**config.mk**
```make
export PLATFORM = sky130hd
export DESIGN_NAME = modbus_ascii_response_checker_unit_flat
export DESIGN_NICKNAME = d
export VERILOG_FILES = /design/src/rtl/mbrc_pkg.sv /design/src/rtl/mbrc_if.sv /design/src/rtl/mbrc_front.sv /design/src/rtl/mbrc_back.sv /design/src/rtl/modbus_ascii_response_checker_unit.sv /design/src/flat_wrapper.sv
export SDC_FILE = /design/constraint.sdc
export NUM_CORES = 1
export LEC_CHECK = 0
export ABC_AREA = 1
export BUFFER_PORTS_ARGS = -buffer_cell sky130_fd_sc_hd__buf_2
export CAP_MARGIN = 10
export CORE_MARGIN = 2
export CORE_UTILIZATION = 40
export CTS_CLUSTER_SIZE = 25
export DETAILED_ROUTE_END_ITERATION = 16
export HOLD_SLACK_MARGIN = 0.02
export SYNTH_ARGS = -nofsm -noshare
export SYNTH_HDL_FRONTEND = slang
export SYNTH_SLANG_ARGS = --single-unit
```
**constraint.sdc**
```tcl
create_clock -name clk -period 3.05 [get_ports clk]
set_input_delay 0.1525 -clock clk [delete_from_list [all_inputs] [get_ports clk]]
set_output_delay 0.1525 -clock clk [all_outputs]
set_load 0.02 [all_outputs]
```
**src/rtl/mbrc_pkg.sv**
```systemverilog
// Shared types and constants for the Modbus ASCII response checker.
`timescale 1ns / 1ps

package mbrc_pkg;

  localparam int MaxWords   = 125;
  localparam int QueueDepth = 2;

  // request codes on the input channel
  localparam logic [1:0] REQ_ARM  = 2'd0;
  localparam logic [1:0] REQ_CHAR = 2'd1;
  localparam logic [1:0] REQ_TICK = 2'd2;

  // status codes
  localparam logic [2:0] ST_OK      = 3'd0;
  localparam logic [2:0] ST_LRC     = 3'd1;
  localparam logic [2:0] ST_TIMEOUT = 3'd2;
  localparam logic [2:0] ST_FRAMING = 3'd3;
  localparam logic [2:0] ST_SLAVE   = 3'd4;
  localparam logic [2:0] ST_ECHO    = 3'd5;
  localparam logic [2:0] ST_FUNC    = 3'd6;

  // configuration register indexes
  localparam logic [2:0] REG_SLAVE    = 3'd0;
  localparam logic [2:0] REG_FUNCTION = 3'd1;
  localparam logic [2:0] REG_KIND     = 3'd2;
  localparam logic [2:0] REG_COUNT    = 3'd3;
  localparam logic [2:0] REG_REGISTER = 3'd4;
  localparam logic [2:0] REG_TIMEOUT  = 3'd5;

  typedef enum logic [2:0] {
    CLS_IGNORE,
    CLS_ARM,
    CLS_TICK,
    CLS_COLON,
    CLS_LF,
    CLS_CR,
    CLS_HEX,
    CLS_BAD
  } cls_t;

  typedef struct packed {
    cls_t       cls;
    logic [3:0] nib;
  } item_t;

  typedef struct packed {
    logic [7:0]  expected_slave;
    logic [7:0]  expected_function;
    logic        response_kind;
    logic [15:0] expected_count_or_value;
    logic [15:0] expected_register;
    logic [15:0] timeout_ms;
  } cfg_t;

endpackage

```
**src/rtl/mbrc_if.sv**
```systemverilog
// Valid/ready channel interfaces for request and response beats.
`timescale 1ns / 1ps

interface mbrc_in_if;
  logic       valid;
  logic       ready;
  logic [1:0] req_type;
  logic [7:0] rx_char;

  modport source(output valid, req_type, rx_char, input ready);
  modport sink(input valid, req_type, rx_char, output ready);
endinterface

interface mbrc_out_if;
  logic        valid;
  logic        ready;
  logic        is_status;
  logic [15:0] word_value;
  logic [6:0]  word_index;
  logic [2:0]  status;
  logic        last;

  modport source(output valid, is_status, word_value, word_index, status, last, input ready);
  modport sink(input valid, is_status, word_value, word_index, status, last, output ready);
endinterface

```
**src/rtl/mbrc_front.sv**
```systemverilog
// Front end: accepts request beats, classifies characters, queues them.
`timescale 1ns / 1ps

module mbrc_front import mbrc_pkg::*; (
  input  logic      clk,
  input  logic      rst,
  mbrc_in_if.sink   req,
  output logic      q_valid,
  output item_t     q_item,
  input  logic      q_pop
);

  localparam int PtrW = $clog2(QueueDepth);
  localparam int CntW = $clog2(QueueDepth + 1);

  item_t            cls_item;
  item_t            q_mem [QueueDepth];
  logic [PtrW-1:0]  wr_ptr;
  logic [PtrW-1:0]  rd_ptr;
  logic [CntW-1:0]  count;
  logic             push;

  always_comb begin
    cls_item.nib = 4'd0;
    cls_item.cls = CLS_IGNORE;
    unique case (req.req_type)
      REQ_ARM:  cls_item.cls = CLS_ARM;
      REQ_TICK: cls_item.cls = CLS_TICK;
      REQ_CHAR: begin
        priority if (req.rx_char == 8'h3A) cls_item.cls = CLS_COLON;
        else if (req.rx_char == 8'h0A) cls_item.cls = CLS_LF;
        else if (req.rx_char == 8'h0D) cls_item.cls = CLS_CR;
        else if (req.rx_char >= 8'h30 && req.rx_char <= 8'h39) begin
          cls_item.cls = CLS_HEX;
          cls_item.nib = req.rx_char[3:0];
        end else if (req.rx_char >= 8'h41 && req.rx_char <= 8'h46) begin
          cls_item.cls = CLS_HEX;
          cls_item.nib = req.rx_char[3:0] + 4'd9;
        end else cls_item.cls = CLS_BAD;
      end
      default: cls_item.cls = CLS_IGNORE;
    endcase
  end

  assign req.ready = (count != CntW'(QueueDepth));
  assign push      = req.valid && req.ready;
  assign q_valid   = (count != '0);
  assign q_item    = q_mem[rd_ptr];

  always_ff @(posedge clk) begin
    if (push) begin
      q_mem[wr_ptr] <= cls_item;
    end
  end

  always_ff @(posedge clk) begin
    if (rst) begin
      wr_ptr <= '0;
      rd_ptr <= '0;
      count  <= '0;
    end else begin
      if (push) begin
        wr_ptr <= (wr_ptr == PtrW'(QueueDepth - 1)) ? '0 : wr_ptr + 1'b1;
      end
      if (q_pop) begin
        rd_ptr <= (rd_ptr == PtrW'(QueueDepth - 1)) ? '0 : rd_ptr + 1'b1;
      end
      unique case ({push, q_pop})
        2'b10:   count <= count + 1'b1;
        2'b01:   count <= count - 1'b1;
        default: count <= count;
      endcase
    end
  end

endmodule

```
**src/rtl/mbrc_back.sv**
```systemverilog
// Back end: frame decoder, checks, LRC sum, timeout and result register.
`timescale 1ns / 1ps

module mbrc_back import mbrc_pkg::*; (
  input  logic       clk,
  input  logic       rst,
  input  cfg_t       cfg,
  input  logic       q_valid,
  input  item_t      q_item,
  output logic       q_pop,
  mbrc_out_if.source rsp
);

  logic        armed, armed_next;
  logic        in_frame, in_frame_next;
  logic        nibble_pending, nibble_pending_next;
  logic [3:0]  high_nibble, high_nibble_next;
  logic [7:0]  byte_position, byte_position_next;
  logic [7:0]  lrc_sum, lrc_sum_next;
  logic [7:0]  word_high_byte, word_high_byte_next;
  logic [2:0]  first_error, first_error_next;
  logic        framing_bad, framing_bad_next;
  logic [15:0] wait_counter, wait_counter_next;

  logic        out_valid;
  logic        res_valid;
  logic        res_is_status;
  logic [15:0] res_word;
  logic [6:0]  res_index;
  logic [2:0]  res_status;

  logic [7:0]  b;
  logic [15:0] q;
  logic        q_ok;
  logic [7:0]  p_off;
  logic [17:0] want;
  logic        len_bad;

  assign q_pop     = q_valid && (!out_valid || rsp.ready);
  assign b         = {high_nibble, q_item.nib};
  assign q         = cfg.expected_count_or_value;
  assign q_ok      = (q != 16'd0) && (q <= 16'(MaxWords));
  assign p_off     = byte_position - 8'd3;
  assign want      = cfg.response_kind ? 18'd7 : 18'd4 + {1'b0, q, 1'b0};
  assign len_bad   = ({10'd0, byte_position} != want);

  always_comb begin
    armed_next          = armed;
    in_frame_next       = in_frame;
    nibble_pending_next = nibble_pending;
    high_nibble_next    = high_nibble;
    byte_position_next  = byte_position;
    lrc_sum_next        = lrc_sum;
    word_high_byte_next = word_high_byte;
    first_error_next    = first_error;
    framing_bad_next    = framing_bad;
    wait_counter_next   = wait_counter;
    res_valid           = 1'b0;
    res_is_status       = 1'b0;
    res_word            = 16'd0;
    res_index           = 7'd0;
    res_status          = ST_OK;

    if (q_pop) begin
      if (q_item.cls == CLS_ARM) begin
        armed_next          = 1'b1;
        in_frame_next       = 1'b0;
        nibble_pending_next = 1'b0;
        framing_bad_next    = 1'b0;
        high_nibble_next    = 4'd0;
        byte_position_next  = 8'd0;
        lrc_sum_next        = 8'd0;
        word_high_byte_next = 8'd0;
        first_error_next    = ST_OK;
        wait_counter_next   = 16'd0;
      end else if (armed) begin
        unique case (q_item.cls)
          CLS_TICK: begin
            if (wait_counter >= cfg.timeout_ms) begin
              armed_next    = 1'b0;
              in_frame_next = 1'b0;
              res_valid     = 1'b1;
              res_is_status = 1'b1;
              res_status    = ST_TIMEOUT;
            end else if (wait_counter != 16'hFFFF) begin
              wait_counter_next = wait_counter + 16'd1;
            end
          end
          CLS_COLON: begin
            in_frame_next       = 1'b1;
            nibble_pending_next = 1'b0;
            framing_bad_next    = 1'b0;
            high_nibble_next    = 4'd0;
            byte_position_next  = 8'd0;
            lrc_sum_next        = 8'd0;
            word_high_byte_next = 8'd0;
            first_error_next    = ST_OK;
          end
          CLS_LF: begin
            armed_next    = 1'b0;
            in_frame_next = 1'b0;
            res_valid     = 1'b1;
            res_is_status = 1'b1;
            if (!in_frame || framing_bad || nibble_pending || len_bad) begin
              res_status = ST_FRAMING;
            end else if (first_error != ST_OK) begin
              res_status = first_error;
            end else begin
              res_status = (lrc_sum != 8'd0) ? ST_LRC : ST_OK;
            end
          end
          CLS_BAD: begin
            if (in_frame) framing_bad_next = 1'b1;
          end
          CLS_HEX: begin
            if (in_frame) begin
              if (!nibble_pending) begin
                high_nibble_next    = q_item.nib;
                nibble_pending_next = 1'b1;
              end else begin
                nibble_pending_next = 1'b0;
                lrc_sum_next        = lrc_sum + b;
                if (byte_position != 8'hFF) byte_position_next = byte_position + 8'd1;
                if (byte_position == 8'd0) begin
                  if (b != cfg.expected_slave && first_error == ST_OK)
                    first_error_next = ST_SLAVE;
                end else if (byte_position == 8'd1) begin
                  if (b != cfg.expected_function && first_error == ST_OK)
                    first_error_next = ST_FUNC;
                end else if (!cfg.response_kind) begin
                  if (byte_position == 8'd2) begin
                    if ((!q_ok || {8'd0, b} != {q[14:0], 1'b0}) && first_error == ST_OK)
                      first_error_next = ST_ECHO;
                  end else if (q_ok &&
                               {1'b0, byte_position} < 9'd3 + {q[7:0], 1'b0}) begin
                    if (!p_off[0]) begin
                      word_high_byte_next = b;
                    end else if (first_error == ST_OK) begin
                      res_valid = 1'b1;
                      res_word  = {word_high_byte, b};
                      res_index = p_off[7:1];
                    end
                  end
                end else begin
                  // write echo: register address at bytes 2-3, second word at 4-5
                  if (byte_position == 8'd2 || byte_position == 8'd4) begin
                    word_high_byte_next = b;
                  end else if (byte_position == 8'd3) begin
                    if ({word_high_byte, b} != cfg.expected_register &&
                        first_error == ST_OK)
                      first_error_next = ST_ECHO;
                  end else if (byte_position == 8'd5) begin
                    if ({word_high_byte, b} != q && first_error == ST_OK)
                      first_error_next = ST_ECHO;
                  end
                end
              end
            end
          end
          default: begin
          end
        endcase
      end
    end
  end

  always_ff @(posedge clk) begin
    if (rst) begin
      armed          <= 1'b0;
      in_frame       <= 1'b0;
      nibble_pending <= 1'b0;
      high_nibble    <= 4'd0;
      byte_position  <= 8'd0;
      lrc_sum        <= 8'd0;
      word_high_byte <= 8'd0;
      first_error    <= ST_OK;
      framing_bad    <= 1'b0;
      wait_counter   <= 16'd0;
      out_valid      <= 1'b0;
    end else begin
      armed          <= armed_next;
      in_frame       <= in_frame_next;
      nibble_pending <= nibble_pending_next;
      high_nibble    <= high_nibble_next;
      byte_position  <= byte_position_next;
      lrc_sum        <= lrc_sum_next;
      word_high_byte <= word_high_byte_next;
      first_error    <= first_error_next;
      framing_bad    <= framing_bad_next;
      wait_counter   <= wait_counter_next;
      if (q_pop) begin
        out_valid <= res_valid;
      end else if (rsp.ready) begin
        out_valid <= 1'b0;
      end
    end
  end

  always_ff @(posedge clk) begin
    if (q_pop && res_valid) begin
      rsp.is_status  <= res_is_status;
      rsp.word_value <= res_word;
      rsp.word_index <= res_index;
      rsp.status     <= res_status;
      rsp.last       <= res_is_status;
    end
  end

  assign rsp.valid = out_valid;

endmodule

```
**src/rtl/modbus_ascii_response_checker_unit.sv**
```systemverilog
// Top level of the Modbus ASCII response checker: config registers and wiring.
//
//   channel  dir  payload                                            handshake
//   req      in   req_type[1:0], rx_char[7:0]                        valid/ready
//   rsp      out  is_status, word_value[15:0], word_index[6:0],      valid/ready
//                 status[2:0], last
//   cfg      in   cfg_index[2:0], cfg_data[15:0]                     cfg_we
//
// The queue takes one request beat per cycle while it has room; an accepted beat lands in
// the two-entry queue and is then decoded into the result register, which drives rsp.valid.
// The decoder retires one beat per cycle whenever its output register is free
// or being drained; a stalled rsp backs up into the queue, then into req.ready.
// Synchronous reset clears the queue, the decoder and the config to defaults.
`timescale 1ns / 1ps

module modbus_ascii_response_checker_unit import mbrc_pkg::*; (
  input  logic        clk,
  input  logic        rst,
  mbrc_in_if.sink     req,
  mbrc_out_if.source  rsp,
  input  logic        cfg_we,
  input  logic [2:0]  cfg_index,
  input  logic [15:0] cfg_data
);

  cfg_t  cfg;
  logic  q_valid;
  item_t q_item;
  logic  q_pop;

  always_ff @(posedge clk) begin
    if (rst) begin
      cfg.expected_slave          <= 8'd1;
      cfg.expected_function       <= 8'd3;
      cfg.response_kind           <= 1'b0;
      cfg.expected_count_or_value <= 16'd1;
      cfg.expected_register       <= 16'd0;
      cfg.timeout_ms              <= 16'd1000;
    end else if (cfg_we) begin
      unique case (cfg_index)
        REG_SLAVE:    cfg.expected_slave          <= cfg_data[7:0];
        REG_FUNCTION: cfg.expected_function       <= cfg_data[7:0];
        REG_KIND:     cfg.response_kind           <= cfg_data[0];
        REG_COUNT:    cfg.expected_count_or_value <= cfg_data;
        REG_REGISTER: cfg.expected_register       <= cfg_data;
        REG_TIMEOUT:  cfg.timeout_ms              <= cfg_data;
        default: begin
        end
      endcase
    end
  end

  mbrc_front u_front (
    .clk     (clk),
    .rst     (rst),
    .req     (req),
    .q_valid (q_valid),
    .q_item  (q_item),
    .q_pop   (q_pop)
  );

  mbrc_back u_back (
    .clk     (clk),
    .rst     (rst),
    .cfg     (cfg),
    .q_valid (q_valid),
    .q_item  (q_item),
    .q_pop   (q_pop),
    .rsp     (rsp)
  );

endmodule

```
**src/flat_wrapper.sv**
```systemverilog
// flat-port wrapper written by rule: the top's interface ports become plain ports
module modbus_ascii_response_checker_unit_flat import mbrc_pkg::*;
  (clk, rst, cfg_we, cfg_index, cfg_data, req_valid, req_req_type, req_rx_char, req_ready, rsp_valid, rsp_is_status, rsp_word_value, rsp_word_index, rsp_status, rsp_last, rsp_ready);
  mbrc_in_if req_i ();
  mbrc_out_if rsp_i ();
  input  logic clk;
  input  logic rst;
  input  logic cfg_we;
  input  logic [2:0] cfg_index;
  input  logic [15:0] cfg_data;
  input wire logic [$bits(req_i.valid)-1:0] req_valid;
  input wire logic [$bits(req_i.req_type)-1:0] req_req_type;
  input wire logic [$bits(req_i.rx_char)-1:0] req_rx_char;
  output wire logic [$bits(req_i.ready)-1:0] req_ready;
  output wire logic [$bits(rsp_i.valid)-1:0] rsp_valid;
  output wire logic [$bits(rsp_i.is_status)-1:0] rsp_is_status;
  output wire logic [$bits(rsp_i.word_value)-1:0] rsp_word_value;
  output wire logic [$bits(rsp_i.word_index)-1:0] rsp_word_index;
  output wire logic [$bits(rsp_i.status)-1:0] rsp_status;
  output wire logic [$bits(rsp_i.last)-1:0] rsp_last;
  input wire logic [$bits(rsp_i.ready)-1:0] rsp_ready;
  assign req_i.valid = req_valid;
  assign req_i.req_type = req_req_type;
  assign req_i.rx_char = req_rx_char;
  assign req_ready = req_i.ready;
  assign rsp_valid = rsp_i.valid;
  assign rsp_is_status = rsp_i.is_status;
  assign rsp_word_value = rsp_i.word_value;
  assign rsp_word_index = rsp_i.word_index;
  assign rsp_status = rsp_i.status;
  assign rsp_last = rsp_i.last;
  assign rsp_i.ready = rsp_ready;
  modbus_ascii_response_checker_unit u_core (.clk(clk), .rst(rst), .req(req_i), .rsp(rsp_i), .cfg_we(cfg_we), .cfg_index(cfg_index), .cfg_data(cfg_data));
endmodule
```
==> results.py <==
metrics = {
    "status": {
        "status": "completed",
    },
    "power": {
        "total_leakage_power_nw": 4.74,
        "power.density_mw_per_mm2": 577,
        "ir_drop_mv": 0.323,
    },
    "clock_tree": {
        "clkSinkCount": 163,
        "clockBufferDepth": 2,
        "clk_latency_ps": 440,
        "h-tree-depth": 4,
        "cts_root_buf": "clkbuf_16",
        "tritoncts": "done",
        "clkTransAtPathRegs_ps": 70,
        "cts_made_buffers": 17,
    },
    "global_routing": {
        "grt_pass1_vias": 8240,
        "overflow": 0,
        "track_usage_pct": 21.9,
        "grt_start_max_net_pins": 79,
        "grt_antenna_before_repair": 0,
        "grt_pass1_wl_mm": 43.0,
    },
    "floorplan": {
        "rows": 56,
        "die_y_um": 159,
        "die_x_um": 159,
        "core_region_area_mm2": 0.0235,
        "initial_core_util_pct": 40.7,
        "io_pins": 64,
        "dieArea_mm2": 0.0251,
    },
    "routing": {
        "dr.pass1.iters": 5,
        "wl_per_cell_um": 15.1,
        "drt_wl_total_mm": 26.4,
        "via_per_inst": 5.06,
        "num_vias": 8863,
        "first_iter_violations": 513,
        "drcViolationCount": 0,
        "ant_nets": 0,
    },
    "timing": {
        "period_share_pct": 92.3,
        "grt_setup_unrepaired": "false",
        "fmax_mhz": 355,
        "setup_viol": 0,
        "finalHoldViolCount": 0,
        "slew-limit-headroom_pct": 40.2,
        "tightest_slew_ps": 896,
        "fin_skew_ps": 15.3,
        "fin_setup_tns_ps": 0,
        "maxSlewViolCount": 0,
        "finalCriticalPeriod_ps": 2820,
    },
    "logic_synthesis": {
        "avgSynthCellArea_um2": 7.03,
        "ys_types": 43,
        "netlist_top_cells_area": "dfxtp_1, edfxtp_1, nand2_1",
        "yosys.area.top_type": "dfxtp_1",
        "synth_async_sr_flop_share_pct": 0,
        "ys_warn_count": 0,
        "synth_nets": 1441,
        "netlist_top_cells_count": "nand2_1, nor2_1, inv_1",
        "synth_cells": 1360,
        "yosysTopAreaCellShare_pct": 25.6,
        "ys_ff_latch": 163,
        "seq_area_frac_synth_pct": 38.4,
        "yosysMostFrequentCell": "nand2_1",
        "synthFlopType": "dfxtp_1",
        "synth_edf_count": 41,
        "syn_area_mm2": 0.00955,
    },
    "placement": {
        "io_buffers": 63,
        "place_congestion": 0.871,
        "post-dp-hpwl_mm": 19.9,
        "placed_cells": 1716,
    },
    "hold_path": {
        "hold_class": "in2reg",
        "min-delay-start": "cfg_data[12]",
        "min_delay_path_depth": 3,
        "hold_end": "u_core.cfg[28]$_SDFFE_PP0P_",
    },
    "worst_setup_path": {
        "path_max_fanout": 21,
        "r2r_start": "u_core.cfg[34]$_SDFFE_PP0P_",
        "cp-end-kind": "flop",
        "crit_type": "reg2reg",
        "worst-endpoint-required_ps": 3190,
        "reg2reg_to": "u_core.u_back.rsp.word_value[13]$_SDFFCE_PP0P_",
        "cp.arrival_ps": 2960,
        "worst_r2r_path_depth": 16,
        "startpoint_type": "flop",
        "r2r_setup_slack_ps": 230,
    },
    "layout": {
        "drive_gt1_share_pct": 9.70,
        "n_antenna_cell": 0,
        "syn_to_final_growth_pct": 13.8,
        "final_cells": 1752,
        "final_nets": 1501,
    },
    "job": {
        "cap_violations": 0,
    },
}
==> worst max-delay path by stage <==
stage | start | slack (ps) | depth (start not counted) | endpoint
5_1_grt | u_core.cfg[34]$_SDFFE_PP0P_ | 10 | 16 | u_core.u_back.rsp.word_value[13]$_SDFFCE_PP0P_
2_1_floorplan | u_core.cfg[33]$_SDFFE_PP0P_ | 170 | 15 | u_core.u_back.rsp.last$_SDFFCE_PP0P_
4_1_cts | u_core.cfg[33]$_SDFFE_PP0P_ | 140 | 16 | u_core.u_back.rsp.word_value[13]$_SDFFCE_PP0P_
6_report | u_core.cfg[34]$_SDFFE_PP0P_ | 230 | 16 | u_core.u_back.rsp.word_value[13]$_SDFFCE_PP0P_
3_5_place_dp | u_core.cfg[33]$_SDFFE_PP0P_ | 160 | 16 | u_core.u_back.rsp.word_value[13]$_SDFFCE_PP0P_
3_3_place_gp | u_core.cfg[33]$_SDFFE_PP0P_ | 190 | 16 | u_core.u_back.rsp.word_value[9]$_SDFFCE_PP0P_
==> cells in the final DEF (no fill, tap or decap), drive strengths merged, types with 3 or more instances in the layout <==
| cell | n |
|---|---|
| clkinv | 4 |
| nor4 | 3 |
| edfxtp | 41 |
| o211ai | 11 |
| clkinvlp | 3 |
| or2 | 3 |
| nand2 | 311 |
| nor3 | 30 |
| inv | 183 |
| a31oi | 3 |
| a211oi | 4 |
| ha | 46 |
| nor2 | 195 |
| nand4 | 25 |
| nand3 | 88 |
| clkbuf | 17 |
| o21ai | 87 |
| dfxtp | 122 |
| dlygate4sd3 | 4 |
| a21oi | 109 |
| buf | 80 |
| xor2 | 22 |
| xnor2 | 25 |
| nor3b | 4 |
==> cell type report <==
cell class / instances / area (um^2)
clock buffers: 17 / 425
clock inverters: 15 / 184
fillers: 2382 / 12600
inverters: 176 / 661
multi-input cells: 978 / 5020
flip-flops and latches: 163 / 3670
well taps: 319 / 399
repair buffers: 84 / 508
==> critical path: stages (launching register included) <==
cell and delay (ps):
dfxtp_1 420, ha_1 190, nand2_1 90, inv_1 110, nand2_1 100, a31oi_1 190
ha_1 260, a21oi_1 140, inv_1 50, nand3_1 70, nand2_1 50, nor2_1 110
nand3_1 130, nor2_1 110, nand3_1 100, nand2_2 200, buf_12 200
==> registers in the layout (all words and copies together) (netlist names), 4 cells and up, named ones only <==
register	count
u_core.u_back.word_high_byte	8
u_core.cfg	65
u_core.u_back.lrc_sum	8
u_core.u_back.byte_position	8
u_core.u_back.wait_counter	16
u_core.u_back.rsp.word_index	7
u_core.u_back.high_nibble	4
u_core.u_front.q_mem	14
u_core.u_back.rsp.word_value	16
==> repair_timing <==
action,CTS,global route
hold endpoints to repair,5,0
gates resized for setup,0,2
hold buffers,4,0
setup buffers,0,0
endpoints found under the setup margin,0,23
==> layer usage <==
metal	global-route usage [%]	vias to the layer above	wire, um
met1	30.2	4104	12600
met2	36.6	203	12400
met5	0	-	0
li1	-	4541	-
met3	3.43	15	1210
met4	3.90	0	199
==> cells by family (layout without fill, tap and decap cells) <==
| family | Yosys count | count (layout) | share of synthesized area, % |
|---|---|---|---|
| xor gates and xnor gates | 47 | 47 | 4.31 |
| buffers and inverters | 219 | 292 | 9.00 |
| DFF | 163 | 163 | 38.4 |
| AOI/OAI and AO/OA | 225 | 225 | 12.6 |
| adders and majority gates | 47 | 47 | 6.23 |
| and+or+nand+nor | 659 | 659 | 29.4 |
==> through the flow <==
step | worst slack [ps] | util [%] | cell area, um^2 | hold WS, ps | power (mW)
6_report | 235 | 46.3 | 10900 | 50.5 | 6.27
5_1_grt | 11.2 | 46.3 | 10900 | 64.4 | 6.61
4_1_cts | 143 | 46.3 | 10900 | 41.9 | 6.29
3_5_place_dp | 159 | 43.6 | 10200 | 430 | 4.08
3_3_place_gp | 189 | 43.6 | 10200 | 420 | 4.07
2_1_floorplan | 169 | - | 9560 | 279 | 3.62
==> power by group <==
group / leakage, nW / internal (mW) / total (mW) / switching [mW]
Clock: 0.290 / 1.18 / 2.21 / 1.03
Sequential: 1.34 / 2.36 / 2.50 / 0.141
Combinational: 3.11 / 0.466 / 1.56 / 1.09
(Power assumes the default switching activity.)
